$ cat config.mk
export PLATFORM = sky130hd
export DESIGN_NAME = scba_ctrl
export DESIGN_NICKNAME = d
export VERILOG_FILES = /design/src/rtl/scba_pkg.sv /design/src/rtl/scba_ctrl.sv
export SDC_FILE = /design/constraint.sdc
export NUM_CORES = 1
export LEC_CHECK = 0
export ABC_AREA = 1
export ABC_CLOCK_PERIOD_IN_PS = 2300
export BUFFER_PORTS_ARGS = -buffer_cell sky130_fd_sc_hd__buf_2
export CORE_AREA = 3 3 40 42
export CTS_CLUSTER_DIAMETER = 80
export DETAILED_ROUTE_END_ITERATION = 6
export DIE_AREA = 0 0 43 45
export GPL_TIMING_DRIVEN = 0
export PLACE_DENSITY = 0.58
export SLEW_MARGIN = 10
export SYNTH_ARGS = -nofsm -noshare
export SYNTH_HDL_FRONTEND = slang
export SYNTH_SLANG_ARGS = --single-unit
$ cat constraint.sdc
create_clock -name clk_i -period 2.3 [get_ports clk_i]
set_clock_uncertainty 0.05 [all_clocks]
set_input_delay 0.23 -clock clk_i [delete_from_list [all_inputs] [get_ports clk_i]]
set_output_delay 0.23 -clock clk_i [all_outputs]
set_load 0.05 [all_outputs]
$ cat src/rtl/scba_pkg.sv
`default_nettype none

package scba_pkg;

  // Pool geometry.
  localparam int SLICES     = 64;
  localparam int SLICE_BITS = 10;
  localparam int CLASSES    = SLICE_BITS;
  localparam int SLICE_BYTES = 1 << SLICE_BITS;
  localparam int POOL_BYTES  = SLICES << SLICE_BITS;
  localparam int LINKS       = POOL_BYTES >> 3;

  // Derived widths.
  localparam int SIDX_W = $clog2(SLICES);
  localparam int CNT_W  = $clog2(SLICES + 1);
  localparam int CLS_W  = $clog2(CLASSES);
  localparam int OFF_W  = SIDX_W + SLICE_BITS;
  localparam int FILL_W = SLICE_BITS + 1;
  localparam int LINK_W = $clog2(LINKS);

  localparam int ADDR_W = 64;
  localparam int SIZE_W = 32;
  localparam int STAT_W = 3;

  // Result status codes.
  localparam logic [STAT_W-1:0] ST_OK        = 3'd0;
  localparam logic [STAT_W-1:0] ST_TOO_LARGE = 3'd1;
  localparam logic [STAT_W-1:0] ST_EXHAUSTED = 3'd2;
  localparam logic [STAT_W-1:0] ST_OUTSIDE   = 3'd3;
  localparam logic [STAT_W-1:0] ST_BAD_CLASS = 3'd4;

  // Free-list head or link entry: a valid bit and a byte offset into the pool.
  typedef struct packed {
    logic             valid;
    logic [OFF_W-1:0] off;
  } link_t;

  // Commands from the controller to the datapath.
  typedef struct packed {
    logic              load;
    logic              pop_start;
    logic              pop_finish;
    logic              carve;
    logic              next_class;
    logic              free_sub;
    logic              free_read;
    logic              push;
    logic              set_res;
    logic              res_ok;
    logic [STAT_W-1:0] res_status;
    logic              emit;
  } dp_cmd_t;

  // Status from the datapath to the controller.
  typedef struct packed {
    logic too_large;
    logic head_valid;
    logic need_slice;
    logic pool_full;
    logic last_class;
    logic outside;
    logic bad_class;
    logic out_free;
  } dp_stat_t;

endpackage

`default_nettype wire

$ cat src/rtl/scba_ctrl.sv
`default_nettype none

module scba_ctrl
  import scba_pkg::*;
(
  input  wire logic     clk_i,
  input  wire logic     rst_ni,
  input  wire logic     in_valid_i,
  input  wire logic     mode_i,
  output logic          in_stall_o,
  input  wire dp_stat_t stat_i,
  output dp_cmd_t       cmd_o
);

  localparam logic [2:0] S_IDLE      = 3'd0;
  localparam logic [2:0] S_ALLOC     = 3'd1;
  localparam logic [2:0] S_POP       = 3'd2;
  localparam logic [2:0] S_FREE_SUB  = 3'd3;
  localparam logic [2:0] S_FREE_RD   = 3'd4;
  localparam logic [2:0] S_FREE_PUSH = 3'd5;
  localparam logic [2:0] S_DONE      = 3'd6;

  logic [2:0] state_q, state_d;

  assign in_stall_o = (state_q != S_IDLE);

  always_comb begin
    state_d = state_q;
    cmd_o   = '0;
    unique case (state_q)
      S_IDLE: begin
        if (in_valid_i) begin
          cmd_o.load = 1'b1;
          state_d    = mode_i ? S_FREE_SUB : S_ALLOC;
        end
      end
      S_ALLOC: begin
        priority if (stat_i.too_large) begin
          cmd_o.set_res    = 1'b1;
          cmd_o.res_status = ST_TOO_LARGE;
          state_d          = S_DONE;
        end else if (stat_i.head_valid) begin
          cmd_o.pop_start = 1'b1;
          state_d         = S_POP;
        end else if (stat_i.need_slice && stat_i.pool_full) begin
          if (stat_i.last_class) begin
            cmd_o.set_res    = 1'b1;
            cmd_o.res_status = ST_EXHAUSTED;
            state_d          = S_DONE;
          end else begin
            cmd_o.next_class = 1'b1;
          end
        end else begin
          cmd_o.carve      = 1'b1;
          cmd_o.set_res    = 1'b1;
          cmd_o.res_ok     = 1'b1;
          cmd_o.res_status = ST_OK;
          state_d          = S_DONE;
        end
      end
      S_POP: begin
        cmd_o.pop_finish = 1'b1;
        cmd_o.set_res    = 1'b1;
        cmd_o.res_ok     = 1'b1;
        cmd_o.res_status = ST_OK;
        state_d          = S_DONE;
      end
      S_FREE_SUB: begin
        cmd_o.free_sub = 1'b1;
        state_d        = S_FREE_RD;
      end
      S_FREE_RD: begin
        if (stat_i.outside) begin
          cmd_o.set_res    = 1'b1;
          cmd_o.res_status = ST_OUTSIDE;
          state_d          = S_DONE;
        end else begin
          cmd_o.free_read = 1'b1;
          state_d         = S_FREE_PUSH;
        end
      end
      S_FREE_PUSH: begin
        cmd_o.set_res = 1'b1;
        if (stat_i.bad_class) begin
          cmd_o.res_status = ST_BAD_CLASS;
        end else begin
          cmd_o.push       = 1'b1;
          cmd_o.res_status = ST_OK;
        end
        state_d = S_DONE;
      end
      S_DONE: begin
        if (stat_i.out_free) begin
          cmd_o.emit = 1'b1;
          state_d    = S_IDLE;
        end
      end
      default: begin
        state_d = S_IDLE;
      end
    endcase
  end

  always_ff @(posedge clk_i or negedge rst_ni) begin
    if (!rst_ni) begin
      state_q <= S_IDLE;
    end else begin
      state_q <= state_d;
    end
  end

endmodule

`default_nettype wire

==> flow_results.org, run 1 <==
** Die
- Initial standard-cell utilization of the core :: 28.04%
- The initialized floorplan defines 13 standard-cell rows.
- Measured along the y axis, the die boundary spans 45 um.
- Die Footprint :: 1935 um2
- Area of the core :: 1285 um2
- During I/O placement, the number of pins put on the boundary was 27.
- Die width :: 43 um

** Timing
- Summed over all failing endpoints, the final setup total negative slack is 0 ns.
- Subtracting the final worst setup slack from the clock period gives 1.779 ns.
- Count of final max-slew check failures :: 0
- In the finished design, the share of the clock period the worst path needs comes to 77.33%.
- Setup violations remaining at the end of the flow were counted as 0.
- The number of failing hold endpoints at the final stage came to 0.
- In this run the tightest slew margin relative to its limit is 82.38%.
- Peak clock frequency supported by timing :: 562.3 MHz
- Unrepaired setup endpoints after global routing :: false
- For the pin with the worst max-slew slack, the measured transition is 0.2643 ns.

** Placed design
- Placer's final routability congestion estimate :: 0.7949
- Detailed placement HPWL :: 795.8 um
- The placed instances occupy a cell area of 509.2 um2.
- Buffers placed on the I/O ports in this run total 26.

** Power
- LEAKAGE :: 0.3543 nW
- Peak supply drop :: 0.5166 mV
- For this design the ratio of total power to cell area is 1575 nW/um2.
- Of the total power, the clock network draws 10.8%.
- Power share of the sequential group :: 14.6%
- Cell-internal power :: 0.2981 mW
- The analysis attributes to net switching a power of 0.5609 mW.
- Net switching is 65.30% of the power.
- Combinational share of power :: 74.6%

** Setup path
- STA classifies the critical path startpoint as a register.
- Classification of the worst setup path :: register to output port
- STA puts the critical path data arrival time at 1.50 ns.
- CP endpoint kind :: output port
- Worst endpoint required time :: 2.02 ns
- Along the worst path, the maximum fanout reaches 7.

** Global route
- The number of global-route vias before repair is 376.
- The initial antenna violation count is 0.
- The layer flagged by global routing as most heavily used is met2.
- For met1 alone, demand over resource in global routing was 12.56%.
- Global-route wire length before repair :: 1.414 mm
- Grt total ovfl :: 0
- Global routing consumed, on the met3 layer, 1.992% of the routing resources.
- Global routing used 9.833% of the available tracks.
- Entering global routing, the biggest net connects 8 pins.
- Fraction of met2 tracks used by global routing :: 13.77%

** Drt
- Via count :: 488
- For this run, the detailed router's first-pass iteration total came to 4.
- Final ANT Viol Nets :: 0
- In this run, the number of DRC markers left after iteration 0 of detailed routing was 8.
- Drt via density :: 4.396
- Wire length per cell after detailed routing :: 8.532 um
- Summed over all layers, the routed wires come to 947 um.
- Residual DRC :: 0

** Synth
- In this run, synthesis produced a sequential element count of 3.
- Summed instance area of the synthesized netlist :: 360.3 um2
- Mapped Cells :: 65
- Yosys printed 0 warnings.
- After synthesis, the mean cell area works out to 5.544 um2.
- The number of different library cells used by synthesis comes to 15.
- Number of nets produced by synthesis :: 77
- Of the synthesized area, sequential elements account for 20.83%.

** Status
- Status :: finished, final reports clean

** CTS
- Counting every sink on the clock net gives 3.
- Post-CTS repair changed the size of 0 cells.
- Number of CTS-inserted buffers :: 3
- Clock buffer depth :: 2
- Clock-pin slew was measured on the worst setup and hold paths at 0.04 ns.
- After clock tree synthesis, the setup repair step added 0 buffers.
- Cell at the root of the clock tree :: clkbuf_4
- H-tree levels :: 1
- Clock tree from TritonCTS :: built
- Clock latency on the worst-skew pair, taken at its later pin, is 0.23 ns.

** Finish
- Antenna Diode Count :: 0
- Filler Cells Inserted :: 149
- Largest register by flop count :: state_q
- Cells with a size suffix above 1 make up 37.50% of the layout.
- Largest registers ranked by flip-flop count :: state_q (3)
- Compared with the post-synthesis result, the final layout area differs by 51.39%.
- The register with the most flip-flops in the layout has 3 of them.
- At the end of the flow, the number of nets in the layout was 109.
- After routing the design area is 545.5 um2.
- The library cell used most frequently in the layout, excluding fill and tap cells, is buf_2.
- Most frequent cells in the layout :: buf_2, nand2_1, nor2_1

** Worst hold path
- The tightest min-delay check is of the primary input to register type.

** Job
- # Max-Cap Violations :: 0
## power groups by stage
stage | clock network (mW) | registers (mW) | logic, mW
after floorplan | 0 | 0.117 | 0.519
after global placement | 0 | 0.127 | 0.646
after detailed placement | 0 | 0.126 | 0.642
after CTS | 0.0972 | 0.125 | 0.646
after global routing | 0.101 | 0.132 | 0.687
final | 0.0927 | 0.126 | 0.641
## cells in the mapped netlist
| library cell | count | area share [%] |
|---|---|---|
| nand2_4 | 1 | 3.1 |
| inv_2 | 3 | 3.1 |
| o21ai_1 | 3 | 4.2 |
| o21ai_0 | 1 | 1.4 |
| nor2_4 | 2 | 6.2 |
| nand2_1 | 18 | 19 |
| nand3_1 | 5 | 6.9 |
| nand3_2 | 1 | 2.8 |
| nor2_1 | 13 | 14 |
| o22ai_1 | 1 | 1.7 |
| inv_1 | 10 | 10 |
| nand4_1 | 2 | 3.5 |
| dfrtp_1 | 3 | 21 |
| nor3_1 | 1 | 1.4 |
| o211ai_1 | 1 | 2.1 |
## metrics by stage
stage | cells | total power, mW | setup slack [ns] | util [%] | hold WS, ns
final | 111 | 0.8590 | 0.5214 | 42.45 | 0.2531
after global routing | 111 | 0.9195 | 0.3956 | 42.45 | 0.2736
after CTS | 111 | 0.8681 | 0.4915 | 42.45 | 0.2505
after detailed placement | 106 | 0.7682 | 0.7474 | 39.63 | -0.02371
after global placement | 106 | 0.7726 | 0.7388 | 39.63 | -0.02254
after floorplan | 65 | 0.6356 | 0.3624 | - | -0.1156
## final timing paths
kind	slack (ns)	cells after the start	to	start
max	0.52	6	cmd_o[4]	state_q[2]
min	0.25	4	state_q[1]	stat_i[0]
max reg2reg	1.11	7	state_q[1]	state_q[1]
min reg2reg	0.65	3	state_q[1]	state_q[0]
max in group asynchronous	1.83	2	state_q[0]	rst_ni
min in group asynchronous	0.26	2	state_q[1]	rst_ni
## critical path: stages (launching register included)
cell	delay, ns
dfrtp_1	0.46
nor2_4	0.18
nand2_4	0.09
inv_2	0.08
nand3_2	0.07
o21ai_1	0.11
buf_2	0.27
## area by class of cell
class                           instances  area, um2  share of cell area (%)
Sequential cell                         3      75.07                   13.76
Inverter                               13      48.80                   8.945
Timing Repair Buffer                   27      140.1                   25.69
Tap cell                               15      18.77                   3.440
Multi-Input combinational cell         49      236.5                   43.35
Clock buffer                            4      26.28                   4.817
## cell families (layout without fill, tap and decap cells)
group | Yosys count | in the layout | synth area share [%]
simple gates | 43 | 43 | 56.25
buf+inv | 13 | 44 | 13.54
compound gates | 6 | 6 | 9.374
flops | 3 | 3 | 20.83
## routing by layer
| layer | share of wire, % | vias up |
|---|---|---|
| met5 | 0 | - |
| met4 | 2.0 | 0 |
| met3 | 7.1 | 2 |
| met2 | 44 | 14 |
| met1 | 47 | 201 |
| li1 | - | 271 |
## timing repair
item,4_1_cts,5_1_grt
endpoints found under the setup margin,0,0
hold buffers,1,0
endpoints found under the hold margin,3,0
No activity file was read; power rests on OpenSTA's default activity.
==> run 2: changes to the inputs <==
--- a/config.mk
+++ b/config.mk
@@ -6,14 +6,14 @@
 export NUM_CORES = 1
 export LEC_CHECK = 0
 export ABC_AREA = 1
-export ABC_CLOCK_PERIOD_IN_PS = 2300
+export ABC_CLOCK_PERIOD_IN_PS = 1530
 export BUFFER_PORTS_ARGS = -buffer_cell sky130_fd_sc_hd__buf_2
 export CORE_AREA = 3 3 40 42
 export CTS_CLUSTER_DIAMETER = 80
 export DETAILED_ROUTE_END_ITERATION = 6
 export DIE_AREA = 0 0 43 45
 export GPL_TIMING_DRIVEN = 0
-export PLACE_DENSITY = 0.58
+export PLACE_DENSITY = 0.6
 export SLEW_MARGIN = 10
 export SYNTH_ARGS = -nofsm -noshare
 export SYNTH_HDL_FRONTEND = slang
==> constraint.sdc (replaced) <==
create_clock -name clk_i -period 1.53 [get_ports clk_i]
set_clock_uncertainty 0.05 [all_clocks]
set_input_delay 0.153 -clock clk_i [delete_from_list [all_inputs] [get_ports clk_i]]
set_output_delay 0.153 -clock clk_i [all_outputs]
set_load 0.05 [all_outputs]
==> run 2 against run 1 <==
Against the previous run:
- the run now ends with negative setup slack left
- combinational power is 97% higher
- core utilization is 13 points higher
- highest routed layer is now met3
- global-route usage is 2.8 points higher
- clock-buffer cell count stayed put
- clock power is 51% higher
- sequential power is 66% higher
- via count is 10% higher
- register-to-register slack worse by 0.79 ns
- hold slack worse by 0.056 ns
==> flow_results.org, run 2 (synthesis results as in run 1) <==
** CTS
- The number of clock buffers added by TritonCTS is 3.
- TritonCTS built the clock tree.
- The tree is rooted in a clkbuf_4.
- Clock sinks :: 3
- Clock transition time at the flip-flop clock pins of the worst setup and hold paths :: 0.04 ns
- At the later pin of the worst-skew pair, clock insertion delay measures 0.23 ns.
- In this run the number of H-tree levels came out at 1.
- Clock buffer depth :: 2

** Placed design
- Detailed placement HPWL :: 845.4 um
- Buffers placed on the I/O ports in this run total 26.
- Placer's final routability congestion estimate :: 0.7874
- Setup Slack @ Placement :: 0.01527 ns

** Global route
- The number of global-route vias before repair came to 488.
- Global-route wire length before repair :: 1.863 mm
- Total GRT Usage :: 12.67%
- The initial antenna violation count came to 0.
- Grt total ovfl :: 0
- Pin count of the biggest net entering global routing :: 8

** Die
- Die width :: 43 um
- DIE HEIGHT :: 45 um
- Area of the core :: 1285 um2
- The floorplan has 13 rows.
- Initial standard-cell utilization of the core :: 28.04%
- Number of top-level pins :: 27
- The die covers 1935 um2.

** Drt
- Drt via density :: 4.598
- Number of iterations in the first detailed-routing pass :: 4
- Final ANT Viol Nets :: 0
- In the routed design, unresolved DRC markers number 0.
- Detailed routing inserted a total of 538 vias.
- Wires add up to 1.169 mm.
- Dividing the detail-routed wire length by the instance count gives 9.991 um.
- DRT iter0 DRCs :: 14

** Timing
- At the pin with the least slew margin, the transition time is 0.2486 ns.
- The final critical path takes up 103.6% of the cycle.
- Clock period minus worst slack :: 1.585 ns
- Final setup violating endpoints :: 3
- Worst path setup slack after routing :: -0.05497 ns
- Count of final max-slew check failures :: 0
- Total Negative Setup Slacks :: -0.1054 ns
- Hold Fails Final Rpt :: 0
- Worst Hold Slack :: 0.1975 ns
- Based on the critical path, the design can be clocked at up to 630.9 MHz.
- Setup repair after global routing could not meet its margin everywhere.
- Relative max-transition margin :: 83.54%

** Setup path
- Worst endpoint required time :: 1.33 ns
- The worst setup path is launched from a register.
- STA classifies the critical path endpoint as an output port.
- Critical path arrival :: 1.38 ns
- Largest fanout of any net on the critical path :: 7
- Classification of the worst setup path :: register to output port
- Setup slack of the most critical reg-to-reg path :: 0.32 ns

** Power
- Peak supply drop :: 1.288 mV
- Power per cell area :: 2259 nW/um2
- The analysis attributes to cell leakage a power of 0.3893 nW.

** Finish
- Measured on the finished design, the core utilization comes to 55.31%.
- The largest registers in the layout are state_q (3).
- The number of antenna diodes in the final layout is 0.
- The library cells used most frequently in the layout, excluding fill and tap cells, are nand2_1, buf_2, inv_1.
- Summing all flip-flop and latch instances after layout gives 78.83 um2.
- The area growth from synthesis to layout is 97.22%.
- The post-route netlist has 57.84% of its cells at a drive strength greater than 1.
- Leaving out fill and tap cells, the most frequent cell in the layout is nand2_1.
- Fill cells in the final layout number 115.
- Area used by multi-input combinational logic :: 291.5 um2
- For this run, the post-layout net count is 115.
- More flip-flops sit in one register than any other, and that register is state_q.
- The register with the most flip-flops in the layout has 3 of them.

** Status
- Status :: finished, violations left
- The checks that failed: negative setup slack.

** Worst hold path
- Type of the most critical hold path :: primary input to asynchronous set/reset pin

** Job
- # Max-Cap Violations :: 0
-- run 2: where the power goes --
group	switching (mW)	internal (mW)
sequential	0.0799	0.129
combinational	0.827	0.430
clock	0.0426	0.0979
-- run 2: metal layers --
layer / part of all wire (%) / global-route usage (%) / routed length, um
met5: 0 / 0 / 0
met4: 0 / 9.036 / 0
met3: 5.3 / 1.195 / 62
met2: 53 / 20.66 / 623
met1: 41 / 15.70 / 484
-- run 2: cell type report --
| class | count | share of cell area [%] |
|---|---|---|
| Clock buffer | 4 | 3.697 |
| Inverter | 13 | 7.218 |
| Multi-Input combinational cell | 49 | 41.02 |
| Sequential cell | 3 | 11.09 |
| Tap cell | 15 | 2.641 |
| Timing Repair Buffer | 33 | 34.33 |
-- run 2: what timing repair did --
item | CTS | global route
pin swaps | 2 | 1
gates resized for setup | 17 | 16
buffers inserted | 4 | 2
endpoints found under the hold margin | 3 | 0
hold buffers | 1 | 0
setup endpoints to repair | 10 | 13
-- run 2: critical path, stage by stage (launching register included) --
cell     delay, ns
dfrtp_2       0.46
nor2_4        0.14
nand2_4       0.10
inv_4         0.08
nand3_4       0.07
o21ai_2       0.13
buf_6         0.17
-- run 2: final timing paths --
kind                                  from    endpoint  depth (start not counted)
worst max-delay path            state_q[2]    cmd_o[4]                          6
worst min-delay path                rst_ni  state_q[1]                          2
worst max register to register  state_q[2]  state_q[1]                          7
worst min register to register  state_q[1]  state_q[0]                          3
max in group asynchronous           rst_ni  state_q[0]                          2
min in group clk_i               stat_i[0]  state_q[2]                          4
-- run 2: per-stage QoR --
| step | std cells | area, um2 | total power, mW |
|---|---|---|---|
| floorplan | 65 | 387.9 | 0.9847 |
| global placement | 106 | 536.8 | 1.185 |
| detailed placement | 106 | 536.8 | 1.186 |
| CTS | 115 | 653.1 | 1.507 |
| global route | 117 | 710.7 | 1.715 |
| finish | 117 | 710.7 | 1.606 |
==> run 3: changes to the inputs <==
--- a/config.mk
+++ b/config.mk
@@ -14,6 +14,7 @@
 export DIE_AREA = 0 0 43 45
 export GPL_TIMING_DRIVEN = 0
 export PLACE_DENSITY = 0.6
+export SKIP_CTS_REPAIR_TIMING = 1
 export SLEW_MARGIN = 10
 export SYNTH_ARGS = -nofsm -noshare
 export SYNTH_HDL_FRONTEND = slang
==> run 3 against run 2 <==
Against the previous run:
- the flow still finishes with violations (negative setup slack)
- fmax shrank 3.1%
- first-iteration DRC count shrank 21%
- global-route usage shrank 2.0 points
- non-clock buffer count shrank 2
- cell count shrank 1.7%
- via count shrank 4.8%
- hold slack is essentially flat
- total power shrank 3.6%
- critical endpoint unchanged
==> flow_results.org, run 3 (synthesis results as in run 1) <==
** Timing
- For the finished layout, the period the worst path requires is 1.635 ns.
- In the final timing run, aggregate negative setup slack is -0.2763 ns.
- Worst Hold Slack :: 0.1973 ns
- Hold Fails Final Rpt :: 0
- Count of final max-slew check failures :: 0
- Final period utilization :: 106.9%
- Worst path setup slack after routing :: -0.1049 ns
- Final setup violating endpoints :: 5
- Unrepaired setup endpoints after global routing :: true
- In this run the tightest slew margin relative to its limit is 83.55%.
- Derived from the worst setup path, the maximum achievable clock frequency is 611.6 MHz.
- At the pin with the least slew margin, the transition time is 0.2484 ns.

** Drt
- Dividing the detail-routed wire length by the instance count gives 9.817 um.
- Length of routed met3 wiring :: 51 um
- The first detailed-routing pass took 4 iterations.
- DRT iter0 DRCs :: 11
- Final ANT Viol Nets :: 0
- Uppermost signal routing layer after detailed routing :: met3
- Wire length after detailed routing :: 1.129 mm
- The detailed router put a total of 474 um of wire on met1.
- Dividing the detail-routed via count by the number of cells gives 4.452.
- The routed design uses 603 um of met2 wire.
- Via count :: 512
- Residual DRC :: 0

** Setup path
- Largest fanout of any net on the critical path :: 7
- On the worst path, the slowest cell contributes a delay of 0.46 ns.
- The worst setup path is launched from a register.
- Across all register-to-register paths, the minimum setup slack is 0.31 ns.
- The critical path is of the register to output port type.
- The worst setup path is captured at an output port.
- STA puts the critical path data required time at 1.33 ns.
- Cell Chain, Critical Path :: nor2_4, nand2_4, inv_4, nand3_4, o21ai_2, buf_6
- Slowest-stage cell, CP :: dfrtp_2
- Data arrives at the worst endpoint at 1.43 ns.
- Cell class contributing the biggest share of worst-path delay :: flip-flops
- Buf+Inv Stages, Crit Path :: 2

** Placed design
- At the end of routability-driven placement, the weighted congestion stood at 0.7874.
- Input and output buffers added on the ports amount to 26.
- Detailed placement finished with a half-perimeter wire length of 845.4 um.

** Die
- DIE HEIGHT :: 45 um
- Total number of placement rows :: 13
- For this configuration, the core starts out at a cell density of 28.04%.
- Die width :: 43 um
- The die covers 1935 um2.
- Area of the core :: 1285 um2
- 27 I/O pins were placed.

** Finish
- Layout cell share with drive strength beyond 1 :: 56.00%
- Filler Cells Inserted :: 114
- The repair_antennas step left the layout with diodes totalling 0.
- Largest registers ranked by flip-flop count :: state_q (3)
- Counting flops per register, the top entry is state_q.
- The register with the most flip-flops in the layout has 3 of them.
- Most frequent cells in the layout :: nand2_1, buf_2, inv_1
- From synthesis to final layout, the design area changed by 92.36%.
- Final core utilization :: 53.94%
- For this run, the post-layout net count is 113.
- Leaving out fill and tap cells, the most frequent cell in the layout is nand2_1.

** Global route
- Grt total ovfl :: 0
- The first global-routing pass estimated 1.545 mm of wire.
- Number of global-route vias before repair :: 420
- Antenna violations before repair :: 0
- Pin count of the biggest net entering global routing :: 8
- For this run, the total global-route usage over all layers was measured as 10.67%.

** CTS
- The clock drives 3 sinks.
- Clk_lat worst skew :: 0.23 ns
- Clock buffer depth :: 2
- The tree is rooted in a clkbuf_4.
- After clock tree synthesis, the clock-pin slew on the worst setup and hold paths is 0.04 ns.
- H-tree levels :: 1
- TritonCTS created 3 clock buffers.
- Clock tree from TritonCTS :: built

** Power
- IR analysis of the VDD net gives a maximum drop of 1.175 mV.
- Power per cell area :: 2233 nW/um2
- In this run the static leakage power is 0.3807 nW.

** Status
- Status :: finished, violations left
- The final reports fail on negative setup slack.

** Job
- # Max-Cap Violations :: 0

** Worst hold path
- Type of the most critical hold path :: primary input to asynchronous set/reset pin
==> run 3: final cells by class <==
type / count / area [um2] / area share (%)
multi-input cells: 49 / 294.0 / 42.42
repair buffers: 31 / 224.0 / 32.31
flip-flops and latches: 3 / 78.83 / 11.37
inverters: 13 / 51.30 / 7.401
clock buffers: 4 / 26.28 / 3.791
well taps: 15 / 18.77 / 2.708
==> run 3: path summary, 6_finish.rpt <==
path,start,endpoint,cells past startpoint
worst max-delay path,state_q[2],cmd_o[4],6
worst min-delay path,rst_ni,state_q[1],2
worst max register to register,state_q[0],state_q[1],7
worst min register to register,state_q[0],state_q[2],3
max in group asynchronous,rst_ni,state_q[0],2
min in group clk_i,stat_i[0],state_q[2],4
==> run 3: where the power goes <==
group          total [mW]  switching [mW]  internal, mW
clock               0.140          0.0425        0.0979
combinational        1.20           0.807         0.389
sequential          0.211          0.0824         0.129
total                1.55           0.932         0.616
==> run 3: routing by layer <==
layer,global-route usage (%),up-vias
li1,-,275
met1,11.84,225
met2,18.26,12
met3,1.195,0
met4,9.036,0
met5,0,-
==> run 3: metrics by stage <==
stage | cells | cell area (um2) | power (mW) | setup slack (ns)
6_report | 115 | 693.2 | 1.548 | -0.1049
5_1_grt | 115 | 693.2 | 1.650 | -0.1838
4_1_cts | 110 | 563.0 | 1.335 | -0.2407
3_5_place_dp | 106 | 536.8 | 1.186 | 0.01527
3_3_place_gp | 106 | 536.8 | 1.185 | 0.01484
2_1_floorplan | 65 | 387.9 | 0.9847 | -0.1144
